### config.mk
export PLATFORM = sky130hd
export DESIGN_NAME = telnet_line_receiver_unit
export DESIGN_NICKNAME = d
export VERILOG_FILES = /design/src/rtl/tlr_pkg.sv /design/src/rtl/tlr_ram.sv /design/src/rtl/telnet_line_receiver_unit.sv
export SDC_FILE = /design/constraint.sdc
export NUM_CORES = 1
export LEC_CHECK = 0
export BUFFER_PORTS_ARGS = -buffer_cell sky130_fd_sc_hd__buf_2
export CORE_MARGIN = 2
export CORE_UTILIZATION = 40
export DETAILED_ROUTE_END_ITERATION = 16
export HOLD_SLACK_MARGIN = 0.02
export PLACE_DENSITY = 0.54
export SETUP_SLACK_MARGIN = 0.1
export SYNTH_ARGS = -nofsm -noshare
export SYNTH_HDL_FRONTEND = slang
export SYNTH_SLANG_ARGS = --single-unit
### constraint.sdc
create_clock -name clk -period 2.85 [get_ports clk]
set_input_delay 0.57 -clock clk [delete_from_list [all_inputs] [get_ports clk]]
set_output_delay 0.57 -clock clk [all_outputs]
set_load 0.05 [all_outputs]
### src/rtl/tlr_pkg.sv
`timescale 1ns / 1ps
// ---------------------------------------------------------------------------
// tlr_pkg
// Shared constants and types of the telnet line receiver.
// ---------------------------------------------------------------------------
package tlr_pkg;

  // line store size; a line holds at most LINE_CAPACITY-1 characters
  localparam int LINE_CAPACITY = 64;
  localparam int LEN_W         = (LINE_CAPACITY > 2) ? $clog2(LINE_CAPACITY) : 1;

  // telnet command codes and control characters
  localparam logic [7:0] B_IAC  = 8'd255;
  localparam logic [7:0] B_DONT = 8'd254;
  localparam logic [7:0] B_DO   = 8'd253;
  localparam logic [7:0] B_WONT = 8'd252;
  localparam logic [7:0] B_WILL = 8'd251;
  localparam logic [7:0] B_SB   = 8'd250;
  localparam logic [7:0] B_SE   = 8'd240;
  localparam logic [7:0] B_CR   = 8'd13;
  localparam logic [7:0] B_LF   = 8'd10;
  localparam logic [7:0] B_SP   = 8'd32;
  localparam logic [7:0] B_TAB  = 8'd9;
  localparam logic [7:0] B_VT   = 8'd11;
  localparam logic [7:0] B_FF   = 8'd12;

  // telnet parser state
  typedef enum logic [2:0] {
    ST_DATA    = 3'd0,
    ST_IAC     = 3'd1,
    ST_OPT     = 3'd2,
    ST_SB      = 3'd3,
    ST_SB_DATA = 3'd4,
    ST_SB_IAC  = 3'd5
  } parse_state_t;

  // line control state
  typedef enum logic [1:0] {
    CS_RX   = 2'd0,
    CS_EMIT = 2'd1,
    CS_LF   = 2'd2
  } ctrl_state_t;

endpackage

### src/rtl/tlr_ram.sv
`timescale 1ns / 1ps
// ---------------------------------------------------------------------------
// tlr_ram
// Generic single-write, single-read RAM with registered read data.
// ---------------------------------------------------------------------------
module tlr_ram #(
  parameter int WIDTH = 8,
  parameter int DEPTH = 64
) (
  input  logic                                     clk,
  input  logic                                     wr_en,
  input  logic [((DEPTH > 2) ? $clog2(DEPTH) : 1)-1:0] wr_addr,
  input  logic [WIDTH-1:0]                         wr_data,
  input  logic                                     rd_en,
  input  logic [((DEPTH > 2) ? $clog2(DEPTH) : 1)-1:0] rd_addr,
  output logic [WIDTH-1:0]                         rd_data
);

  logic [WIDTH-1:0] mem [DEPTH];

  // write port
  always_ff @(posedge clk) begin
    if (wr_en) begin
      mem[wr_addr] <= wr_data;
    end
  end

  // registered read port
  always_ff @(posedge clk) begin
    if (rd_en) begin
      rd_data <= mem[rd_addr];
    end
  end

endmodule

### src/rtl/telnet_line_receiver_unit.sv
`timescale 1ns / 1ps
// ---------------------------------------------------------------------------
// telnet_line_receiver_unit
// Strips telnet control from received bytes, collects lines in a RAM and
// emits each trimmed line followed by a newline marked last; a line that overflows the store is dropped.
//
//   channel | handshake             | payload
//   --------+-----------------------+--------------------------
//   input   | in_valid / in_ready   | rx_byte
//   output  | out_valid / out_ready | line_byte, last_of_line
//
// A received byte is taken every cycle while no line is being read out.
// A newline starts the readout: each character is read from the line RAM,
// whose read data is registered, into the output register before the next
// read is issued, then the newline follows (with no reads when the line is empty or all blank).
// Input is held off during readout; output stalls pause it in place.
// Reset clears the parser, the line length and the discard flag; the RAM
// is not cleared, only written entries are ever read.
// ---------------------------------------------------------------------------
module telnet_line_receiver_unit
  import tlr_pkg::*;
(
  input  logic       clk,
  input  logic       rst,
  input  logic       in_valid,
  output logic       in_ready,
  input  logic [7:0] rx_byte,
  output logic       out_valid,
  input  logic       out_ready,
  output logic [7:0] line_byte,
  output logic       last_of_line
);

  parse_state_t     parse_state, parse_state_next;
  ctrl_state_t      ctrl_state, ctrl_state_next;
  logic [LEN_W-1:0] line_length, line_length_next;
  logic             discarding, discarding_next;
  logic             has_text, has_text_next;     // a non-blank is held
  logic [LEN_W-1:0] first_text, first_text_next; // first non-blank index
  logic [LEN_W-1:0] text_end, text_end_next;     // one past last non-blank
  logic [LEN_W-1:0] rd_ptr, rd_ptr_next;
  logic [LEN_W-1:0] rd_end, rd_end_next;
  logic             rd_pend, rd_pend_next;
  logic             out_valid_next;
  logic [7:0]       line_byte_next;
  logic             last_next;

  logic             accept;
  logic             have_ch;
  logic [7:0]       ch;
  logic             ch_blank;
  logic             wr_en;
  logic             rd_en;
  logic [7:0]       rd_data;
  logic             slot_free;

  assign in_ready  = (ctrl_state == CS_RX);
  assign accept    = in_valid && in_ready;
  assign slot_free = !out_valid || out_ready;

  // telnet parser
  always_comb begin
    parse_state_next = parse_state;
    have_ch          = 1'b0;
    ch               = rx_byte;
    case (parse_state)
      ST_IAC: begin
        if (rx_byte == B_IAC) begin
          parse_state_next = ST_DATA;
          have_ch          = 1'b1;
        end else if (rx_byte inside {B_DO, B_DONT, B_WILL, B_WONT}) begin
          parse_state_next = ST_OPT;
        end else if (rx_byte == B_SB) begin
          parse_state_next = ST_SB;
        end else begin
          parse_state_next = ST_DATA;
        end
      end
      ST_OPT:     parse_state_next = ST_DATA;
      ST_SB:      parse_state_next = ST_SB_DATA;
      ST_SB_DATA: begin
        if (rx_byte == B_IAC) begin
          parse_state_next = ST_SB_IAC;
        end
      end
      ST_SB_IAC:  parse_state_next = (rx_byte == B_SE) ? ST_DATA : ST_SB_DATA;
      default: begin
        if (rx_byte == B_IAC) begin
          parse_state_next = ST_IAC;
        end else begin
          parse_state_next = ST_DATA;
          have_ch          = 1'b1;
        end
      end
    endcase
    ch_blank = (ch inside {B_SP, B_TAB, B_VT, B_FF}) && !(parse_state == ST_IAC);
  end

  // line collection, readout sequencing and output register
  always_comb begin
    ctrl_state_next  = ctrl_state;
    line_length_next = line_length;
    discarding_next  = discarding;
    has_text_next    = has_text;
    first_text_next  = first_text;
    text_end_next    = text_end;
    rd_ptr_next      = rd_ptr;
    rd_end_next      = rd_end;
    rd_pend_next     = 1'b0;
    out_valid_next   = out_valid && !out_ready;
    line_byte_next   = line_byte;
    last_next        = last_of_line;
    wr_en            = 1'b0;
    rd_en            = 1'b0;
    case (ctrl_state)
      CS_RX: begin
        if (accept && have_ch && ch != B_CR) begin
          if (ch == B_LF) begin
            if (discarding) begin
              discarding_next = 1'b0;
            end else if (has_text) begin
              rd_ptr_next     = first_text;
              rd_end_next     = text_end;
              ctrl_state_next = CS_EMIT;
            end else begin
              ctrl_state_next = CS_LF;
            end
            line_length_next = '0;
            has_text_next    = 1'b0;
          end else if (!discarding) begin
            if (line_length < LEN_W'(LINE_CAPACITY - 1)) begin
              wr_en            = 1'b1;
              line_length_next = line_length + 1'b1;
              if (!ch_blank) begin
                if (!has_text) begin
                  first_text_next = line_length;
                end
                has_text_next = 1'b1;
                text_end_next = line_length + 1'b1;
              end
            end else begin
              line_length_next = '0;
              discarding_next  = 1'b1;
              has_text_next    = 1'b0;
            end
          end
        end
      end
      CS_EMIT: begin
        // read data lands in the output slot, freed when the read was issued
        if (rd_pend) begin
          out_valid_next = 1'b1;
          line_byte_next = rd_data;
          last_next      = 1'b0;
        end else if (rd_ptr == rd_end) begin
          ctrl_state_next = CS_LF;
        end else if (slot_free) begin
          rd_en        = 1'b1;
          rd_pend_next = 1'b1;
          rd_ptr_next  = rd_ptr + 1'b1;
        end
      end
      CS_LF: begin
        if (slot_free) begin
          out_valid_next  = 1'b1;
          line_byte_next  = B_LF;
          last_next       = 1'b1;
          ctrl_state_next = CS_RX;
        end
      end
      default: ctrl_state_next = CS_RX;
    endcase
  end

  // control registers
  always_ff @(posedge clk) begin
    if (rst) begin
      parse_state <= ST_DATA;
      ctrl_state  <= CS_RX;
      line_length <= '0;
      discarding  <= 1'b0;
      has_text    <= 1'b0;
      rd_pend     <= 1'b0;
      out_valid   <= 1'b0;
    end else begin
      if (accept) begin
        parse_state <= parse_state_next;
      end
      ctrl_state  <= ctrl_state_next;
      line_length <= line_length_next;
      discarding  <= discarding_next;
      has_text    <= has_text_next;
      rd_pend     <= rd_pend_next;
      out_valid   <= out_valid_next;
    end
  end

  // payload and index registers
  always_ff @(posedge clk) begin
    first_text   <= first_text_next;
    text_end     <= text_end_next;
    rd_ptr       <= rd_ptr_next;
    rd_end       <= rd_end_next;
    line_byte    <= line_byte_next;
    last_of_line <= last_next;
  end

  // line store
  tlr_ram #(
    .WIDTH(8),
    .DEPTH(LINE_CAPACITY)
  ) u_line_ram (
    .clk     (clk),
    .wr_en   (wr_en),
    .wr_addr (line_length),
    .wr_data (ch),
    .rd_en   (rd_en),
    .rd_addr (rd_ptr),
    .rd_data (rd_data)
  );

endmodule

==> results.txt, run 1 <==
- Detailed Route WL: 56700 µm
- VDD sags by at most 0.000454 V.
- GR Util All Layers: 20.2%
- Fin crit share: 93.4%
* Initial standard-cell utilization of the core: 40.5%
- The first global-routing pass estimated 83200 µm of wire.
- Area growth from synthesis to layout: 19.1%
* Number of buffer cells added on primary ports: 22
- Top Ports: 23
- Summed over its instances, the top area cell type makes up 74.1% of the synthesized netlist area.
* Fill cell count: 4658
- In this run the deepest clock path goes through 3 buffers.
- For this design, the sink count on the clock tree is 568.
- Along the worst path, the maximum fanout reaches 8.
- The sequential cells in the finished layout cover a total of 16900 µm².
- Clock-pin slew was measured on the worst setup and hold paths at 0.06 ns.
- Post-placement cell count: 2071
- The synthesized design spends more area on one cell type than any other, namely sky130_fd_sc_hd__edfxtp_1.
- For the worst setup path, the data arrival time is 2.95 ns.
- By area the synthesized netlist is led by sky130_fd_sc_hd__edfxtp_1 (74%), sky130_fd_sc_hd__mux4_2 (9.9%), sky130_fd_sc_hd__mux2i_1 (3.3%), sky130_fd_sc_hd__nor2_1 (1.6%), sky130_fd_sc_hd__dfxtp_1 (1.3%).
* Final Slew Violations: 0
- The die is 241 µm wide.
- DR pass1 iterations: 7
- STA puts the critical path data required time at 3.14 ns.
- Met2 capacity usage during global routing: 31.8%
* Sum Neg Setup Slack: 0 ns
- Derived from the worst setup path, the maximum achievable clock frequency is 376 MHz.
* Combinational share of power: 2.6%
- Worst skew pair latency: 0.62 ns
- Depth of the worst hold-timing path: 3
- Min-delay src: in_valid
- Status: completed
* RR Startpoint: ctrl_state[1]
* GR Util met1: 28.9%
- Total nets after synthesis: 1204
- Routed length per instance: 26.0 µm
- The completed layout was analyzed and its total power is 0.0172 W.
- The share of total power dissipated in the clock network is 43.7%.
- Busiest layer in global routing: met2
- The worst setup path is launched from a flip-flop.
* Post-layout instance count excluding filler cells: 2181
- In this run the critical register-to-register path is captured at u_line_ram.mem[55][6].
- Post-Syn Area per Cell: 18.9 µm²
* Cell variety after synth: 59
* Dominant cell by count in the synthesized netlist: sky130_fd_sc_hd__edfxtp_1
- Endpoint type of the worst setup path: flip-flop
- The worst setup path is of the flip-flop to flip-flop kind.
- During synthesis, Yosys emitted a total of 0 warnings.
- Number of antenna violations at the first check in global routing: 2
- In this run the static leakage power is 8.81 nW.
- Die Area: 58000 µm²
- Setup skew after layout: 0.0133 ns
* Number of placement rows: 86
- In this run, CTS created clock tree buffers numbering 57.
* CTS tree: done
- Entering global routing, the biggest net connects 68 pins.
- Average via count per standard cell: 5.45
* Count of flip-flops with a built-in enable after synthesis: 553
- Die Y: 241 µm
- The tool flagged a number of max-cap violations equal to 0.
- Count of antenna diodes in the layout: 0
- Cells with a size suffix above 1 make up 30.3% of the layout.
* Core Box Area: 55300 µm²
* Detailed placer's ending HPWL: 36700 µm
- Hold Crit Class: primary input to flip-flop
* Leading cell types by count after synthesis: sky130_fd_sc_hd__edfxtp_1 (553), sky130_fd_sc_hd__mux4_2 (99), sky130_fd_sc_hd__nor2_1 (95)
* Worst rel slew slack: 41.9%
- Counting cells, the worst reg-to-reg path comes to 9.
* Antenna-violating nets left: 0
- Met3 GRT Util: 3.49%
- Cell area after synthesis: 22400 µm²
* Depth of the CTS H-tree: 2
- Reg2reg setup slack: 0.19 ns
* Power Dens Cells: 643 nW/µm²
* Total congestion overflow: 0
- Gate count after technology mapping: 1187
- Register bit total from synthesis: 568
- Weighted congestion reported at the end of routability-driven placement: 0.816
- Internal cell power: 0.0137 W
* Number of global-route vias before repair: 12100
- FFs w/ async S/R, synth: 0%
- DRC errors left: 0
* NetSw: 0.00346 W
- Setup repair after global routing could not meet its margin everywhere.
- Final setup violation count: 0
- Actual transition at the worst max-transition pin: 0.870 ns
- In this run switching power makes up 20.1% of total power.
- Predominant post-synthesis flop cell: sky130_fd_sc_hd__edfxtp_1
- The path with the worst hold slack has its endpoint at parse_state[0].
* Final #Nets: 1403
- Via total after detailed routing: 11900
- The root buffer cell chosen for the clock tree is sky130_fd_sc_hd__clkbuf_16.
* Final period demand of the worst path: 2.66 ns
- Area taken by multi-input logic gates: 5280 µm²
- Relative contribution of sequential cells to total power: 53.6%
* Hold violation count in the final report: 0
- Number of DRC markers in iteration 0: 1119
- After synthesis, flip-flops and latches occupy 75.4% of the total area.
- Cells fill 48.3% of the core in the end.
==> kinds of logic after synthesis <==
family / after synthesis / synth area share [%]
DFF: 568 / 75.4
AOI/OAI and AO/OA: 136 / 4.27
and+or+nand+nor: 205 / 4.38
adders and majority gates: 5 / 0.279
xor gates and xnor gates: 14 / 0.547
buffers and inverters: 78 / 1.48
muxes: 181 / 13.6
==> state kept, by name, indices dropped and copies added (netlist names), 3 cells and up <==
register / flops
first_text: 6
rd_ptr: 6
parse_state: 3
u_line_ram.rd_data: 8
line_byte: 8
line_length: 6
rd_end: 6
u_line_ram.mem: 512
text_end: 6
==> per-layer routing <==
layer | part of all wire (%) | up-vias
met1 | 45 | 6201
met5 | 0 | -
met3 | 5.5 | 86
li1 | - | 5239
met4 | 3.0 | 0
met2 | 47 | 369
==> stage by stage <==
| stage | hold slack, ns | cell area (µm²) | worst slack [ns] |
|---|---|---|---|
| after floorplan | 0.400 | 22400 | 0.0479 |
| after global placement | 0.406 | 24700 | -0.437 |
| after detailed placement | 0.405 | 24700 | -0.475 |
| after CTS | 0.212 | 26700 | 0.0264 |
| after global routing | 0.247 | 26700 | 0.0866 |
| final | 0.245 | 26700 | 0.188 |
==> cell usage in the layout (no fill, tap or decap), drive strengths merged, types with 4 or more instances in the layout <==
cell type,n
a22oi,19
ha,5
o22ai,30
clkbuf,77
clkinv,17
o21ai,9
xor2,7
mux2i,74
bufinv,6
a31oi,4
mux2,8
nand2,35
a211o,6
a211oi,18
nor3,6
nor2,96
nand2b,7
nand3b,4
or3,5
or2,5
nand3,13
nor2b,10
xnor2,7
mux4,99
a32o,5
inv,14
buf,206
dfxtp,15
nor4,5
edfxtp,553
nand4,7
a21oi,25
==> final cells by class <==
class                   instances  area share, %
flip-flops and latches        568           63.3
multi-input cells             541           19.8
repair buffers                207           6.22
clock buffers                  77           5.85
well taps                     748           3.50
clock inverters                29           1.19
inverters                      11          0.155
==> power groups by stage <==
stage                     Sequential [W]  Combinational, W  Clock (W)
after floorplan                  0.00939          0.000146          0
after global placement           0.00939          0.000447          0
after detailed placement         0.00939          0.000452          0
after CTS                        0.00921          0.000456    0.00769
after global routing             0.00921          0.000488    0.00800
final                            0.00922          0.000453    0.00751
==> what timing repair did <==
action	in CTS	in global routing
resized for setup	17	8
pin swaps	0	1
setup buffers	2	1
setup endpoints to repair	130	177
hold buffers	0	0
cloned	1	0
==> worst max-delay path by stage <==
stage | startpoint | endpoint | slack, ns | cells after the start
6_report | ctrl_state[1] | u_line_ram.mem[55][6] | 0.19 | 9
5_1_grt | ctrl_state[1] | u_line_ram.mem[55][6] | 0.09 | 9
4_1_cts | ctrl_state[1] | u_line_ram.mem[55][0] | 0.03 | 9
3_5_place_dp | rx_byte[7] | u_line_ram.mem[39][4] | -0.47 | 8
3_3_place_gp | rx_byte[7] | u_line_ram.mem[55][1] | -0.44 | 9
2_1_floorplan | ctrl_state[1] | u_line_ram.mem[46][0] | 0.05 | 8
==> worst max-delay path, cell delays in order, from the launching register on <==
cell	delay (ns)
sky130_fd_sc_hd__dfxtp_1	0.31
sky130_fd_sc_hd__inv_1	0.11
sky130_fd_sc_hd__ha_2	0.20
sky130_fd_sc_hd__nand2_1	0.08
sky130_fd_sc_hd__or3_1	0.34
sky130_fd_sc_hd__nor4_1	0.43
sky130_fd_sc_hd__nand2b_2	0.27
sky130_fd_sc_hd__buf_12	0.22
sky130_fd_sc_hd__buf_4	0.14
sky130_fd_sc_hd__nor2_4	0.24
No activity file was read; power rests on OpenSTA's default activity.
==> run 2: changes to the inputs <==
--- a/config.mk
+++ b/config.mk
@@ -7,10 +7,10 @@
 export LEC_CHECK = 0
 export BUFFER_PORTS_ARGS = -buffer_cell sky130_fd_sc_hd__buf_2
 export CORE_MARGIN = 2
-export CORE_UTILIZATION = 40
+export CORE_UTILIZATION = 57
 export DETAILED_ROUTE_END_ITERATION = 16
 export HOLD_SLACK_MARGIN = 0.02
-export PLACE_DENSITY = 0.54
+export PLACE_DENSITY = 0.73
 export SETUP_SLACK_MARGIN = 0.1
 export SYNTH_ARGS = -nofsm -noshare
 export SYNTH_HDL_FRONTEND = slang
==> run 2 against run 1 <==
Utilization up 19 points. First-iteration DRC count up 36%. Design area fell by 2.6%. Sequential power barely moved. Non-clock buffer count decreased by 27. Routed wire length down 8.2%. Critical endpoint is now u_line_ram.rd_data[3].
==> results.txt, run 2 (same netlist as run 1, synthesis figures left out) <==
- Number of buffer cells added on primary ports: 22
- Routed length per instance: 27.1 µm
- Hold Crit Class: primary input to flip-flop
- Maximum VDD drop: 0.000541 V
* Root buf cell: sky130_fd_sc_hd__clkbuf_16
- Initial standard-cell utilization of the core: 57.9%
* Internal cell power: 0.0135 W
- Max clock buf depth: 3
- Slowest stage delay, CP: 0.59 ns
* Via total after detailed routing: 12000
* GR Util All Layers: 25.6%
- Worst skew pair latency: 0.60 ns
- Setup skew after layout: 0.0132 ns
- Register bank with the most flops: u_line_ram.mem
- The worst setup path is captured at a flip-flop.
- The cell family contributing the most delay on the critical path is multiplexers.
* Status: completed
* Clock buffers created by TritonCTS: 55
- Worst rel slew slack: 46.9%
* Launching element type of the critical path: flip-flop
- Post-placement worst setup slack: -0.163 ns
- The number of hold-slack violations in the final timing report is 0.
- Summed over all nets, the switching power comes to 0.00330 W.
- Total congestion overflow: 0
- Critical path class: flip-flop to flip-flop
- Setup violations remaining at the end of the flow were counted as 0.
- The first global-routing pass estimated 75900 µm of wire.
- After detailed routing, the number of vias per cell comes to 6.27.
* Weighted congestion reported at the end of routability-driven placement: 0.852
- LEAKAGE: 8.65 nW
* Clock sink total: 568
* Leading cell types in the layout, fill and taps excluded: sky130_fd_sc_hd__edfxtp_1 (553), sky130_fd_sc_hd__buf_4 (149), sky130_fd_sc_hd__mux4_2 (99)
- Of all nets on the critical path, the largest fanout is 19.
* Number of global-route vias before repair: 12000
- Pin count of the biggest net entering global routing: 68
- Sum Neg Setup Slack: 0 ns
* Top Ports: 23
* Die Area: 40900 µm²
* Fin crit share: 97.9%
* Most frequent standard cell in the layout excluding fill and tap cells: sky130_fd_sc_hd__edfxtp_1
- Detailed placer's ending HPWL: 32800 µm
- Cell chain of the critical path: buf_12 -> mux4_2 -> mux2i_1 -> nor2_1 -> a2111oi_1 -> buf_4 -> nor3_1
* Relative contribution of sequential cells to total power: 54.8%
- Quantity of hold-fixing buffers added after cts: 0
- Crit path max-delay cell type: sky130_fd_sc_hd__a2111oi_1
* Clk slew on worst S/H paths: 0.06 ns
- At the worst endpoint, the required time is 3.20 ns.
- The max-slew violation count came to 0.
- Overall power consumption after layout is estimated at 0.0168 W.
- Max-cap violations in this run came to 0.
- Max Fclk: 358 MHz
* Total buffers and inverters traversed by the critical path: 2
- Power Dens Cells: 646 nW/µm²
- After detailed routing, the number of remaining DRC violations is 0.
- Width of the die: 202 µm
- The detail route stage leaves a number of antenna-violating nets equal to 0.
- RSZ-0062 raised after global routing: true
- Final design area excluding fillers: 26000 µm²
* Combinational share of power: 2.5%
- For the finished layout, the period the worst path requires is 2.79 ns.
- Summed over all layers, the routed wires come to 52000 µm.
* Number of flip-flops under the largest register name: 512
- The largest registers in the layout are u_line_ram.mem x512, line_byte x8, u_line_ram.rd_data x8.
* Area growth from synthesis to layout: 16.0%
- For the pin with the worst max-slew slack, the measured transition is 0.796 ns.
- In this run the core area contains 72 standard-cell rows.
- Core Box Area: 38700 µm²
- Switching fraction of total power: 19.6%
- TritonCTS built the clock tree.
- The first detailed-routing pass took 5 iterations.
- Number of antenna violations at the first check in global routing: 1
- Clock power frac: 42.7%
* Number of DRC markers in iteration 0: 1526
* Depth of the CTS H-tree: 2
- After detailed placement, the total cell area comes to 24200 µm².
- Proportion of layout cells with a drive suffix above 1: 27.7%
* Final #Nets: 1374
* Die Y: 202 µm
- Setup slack on the critical path of the routed design comes to 0.0595 ns.
- Data arrives at the worst endpoint at 3.14 ns.
## run 2: final timing paths
check	from	to	slack, ns	cells after the start
worst max-delay path	rd_ptr[0]	u_line_ram.rd_data[3]	0.06	7
worst min-delay path	in_valid	parse_state[0]	0.26	3
worst min register to register	text_end[5]	rd_end[5]	0.43	0
worst max register to register	rd_ptr[0]	u_line_ram.rd_data[3]	0.06	7
## run 2: stage by stage
step | util, % | std cells | hold slack, ns
floorplan | - | 1187 | 0.400
global placement | 62.4 | 1816 | 0.403
detailed placement | 62.4 | 1816 | 0.412
CTS | 67.1 | 1920 | 0.243
global route | 67.2 | 1921 | 0.265
finish | 67.2 | 1922 | 0.263
## run 2: area by class of cell
type / instances / area [µm²]
Clock inverter: 30 / 288
Inverter: 11 / 41.3
Timing Repair Buffer: 180 / 1410
Clock buffer: 73 / 1520
Multi-Input combinational cell: 541 / 5220
Antenna cell: 1 / 2.50
Fill cell: 2506 / 12700
Tap cell: 518 / 648
Sequential cell: 568 / 16900
## run 2: layer usage
metal / track usage, % / up-vias / wire length (µm)
li1: - / 5163 / -
met1: 35.7 / 6159 / 20800
met2: 40.2 / 614 / 24700
met3: 6.48 / 112 / 4830
met4: 8.52 / 0 / 1670
met5: 0 / - / 0
## run 2: what timing repair did
action / in CTS / in global routing
endpoints found under the setup margin: 3 / 3
gates cloned: 0 / 1
resized for setup: 1 / 4
setup buffers: 1 / 0
## run 2: power by group through the flow
| stage | sequential, W | combinational, W | clock (W) |
|---|---|---|---|
| 2_1_floorplan | 0.00939 | 0.000146 | 0 |
| 3_5_place_dp | 0.00939 | 0.000412 | 0 |
| 5_1_grt | 0.00922 | 0.000441 | 0.00758 |
| 3_3_place_gp | 0.00939 | 0.000401 | 0 |
| 4_1_cts | 0.00922 | 0.000413 | 0.00726 |
| 6_report | 0.00922 | 0.000414 | 0.00718 |
## run 2: worst reg2reg max path: cells and delay by family, from the launching register on
family | cells | cell delay, ns
muxes | 2 | 0.80
AOI/OAI and AO/OA | 1 | 0.59
DFF | 1 | 0.56
and+or+nand+nor | 2 | 0.12
buffers and inverters | 2 | 0.46
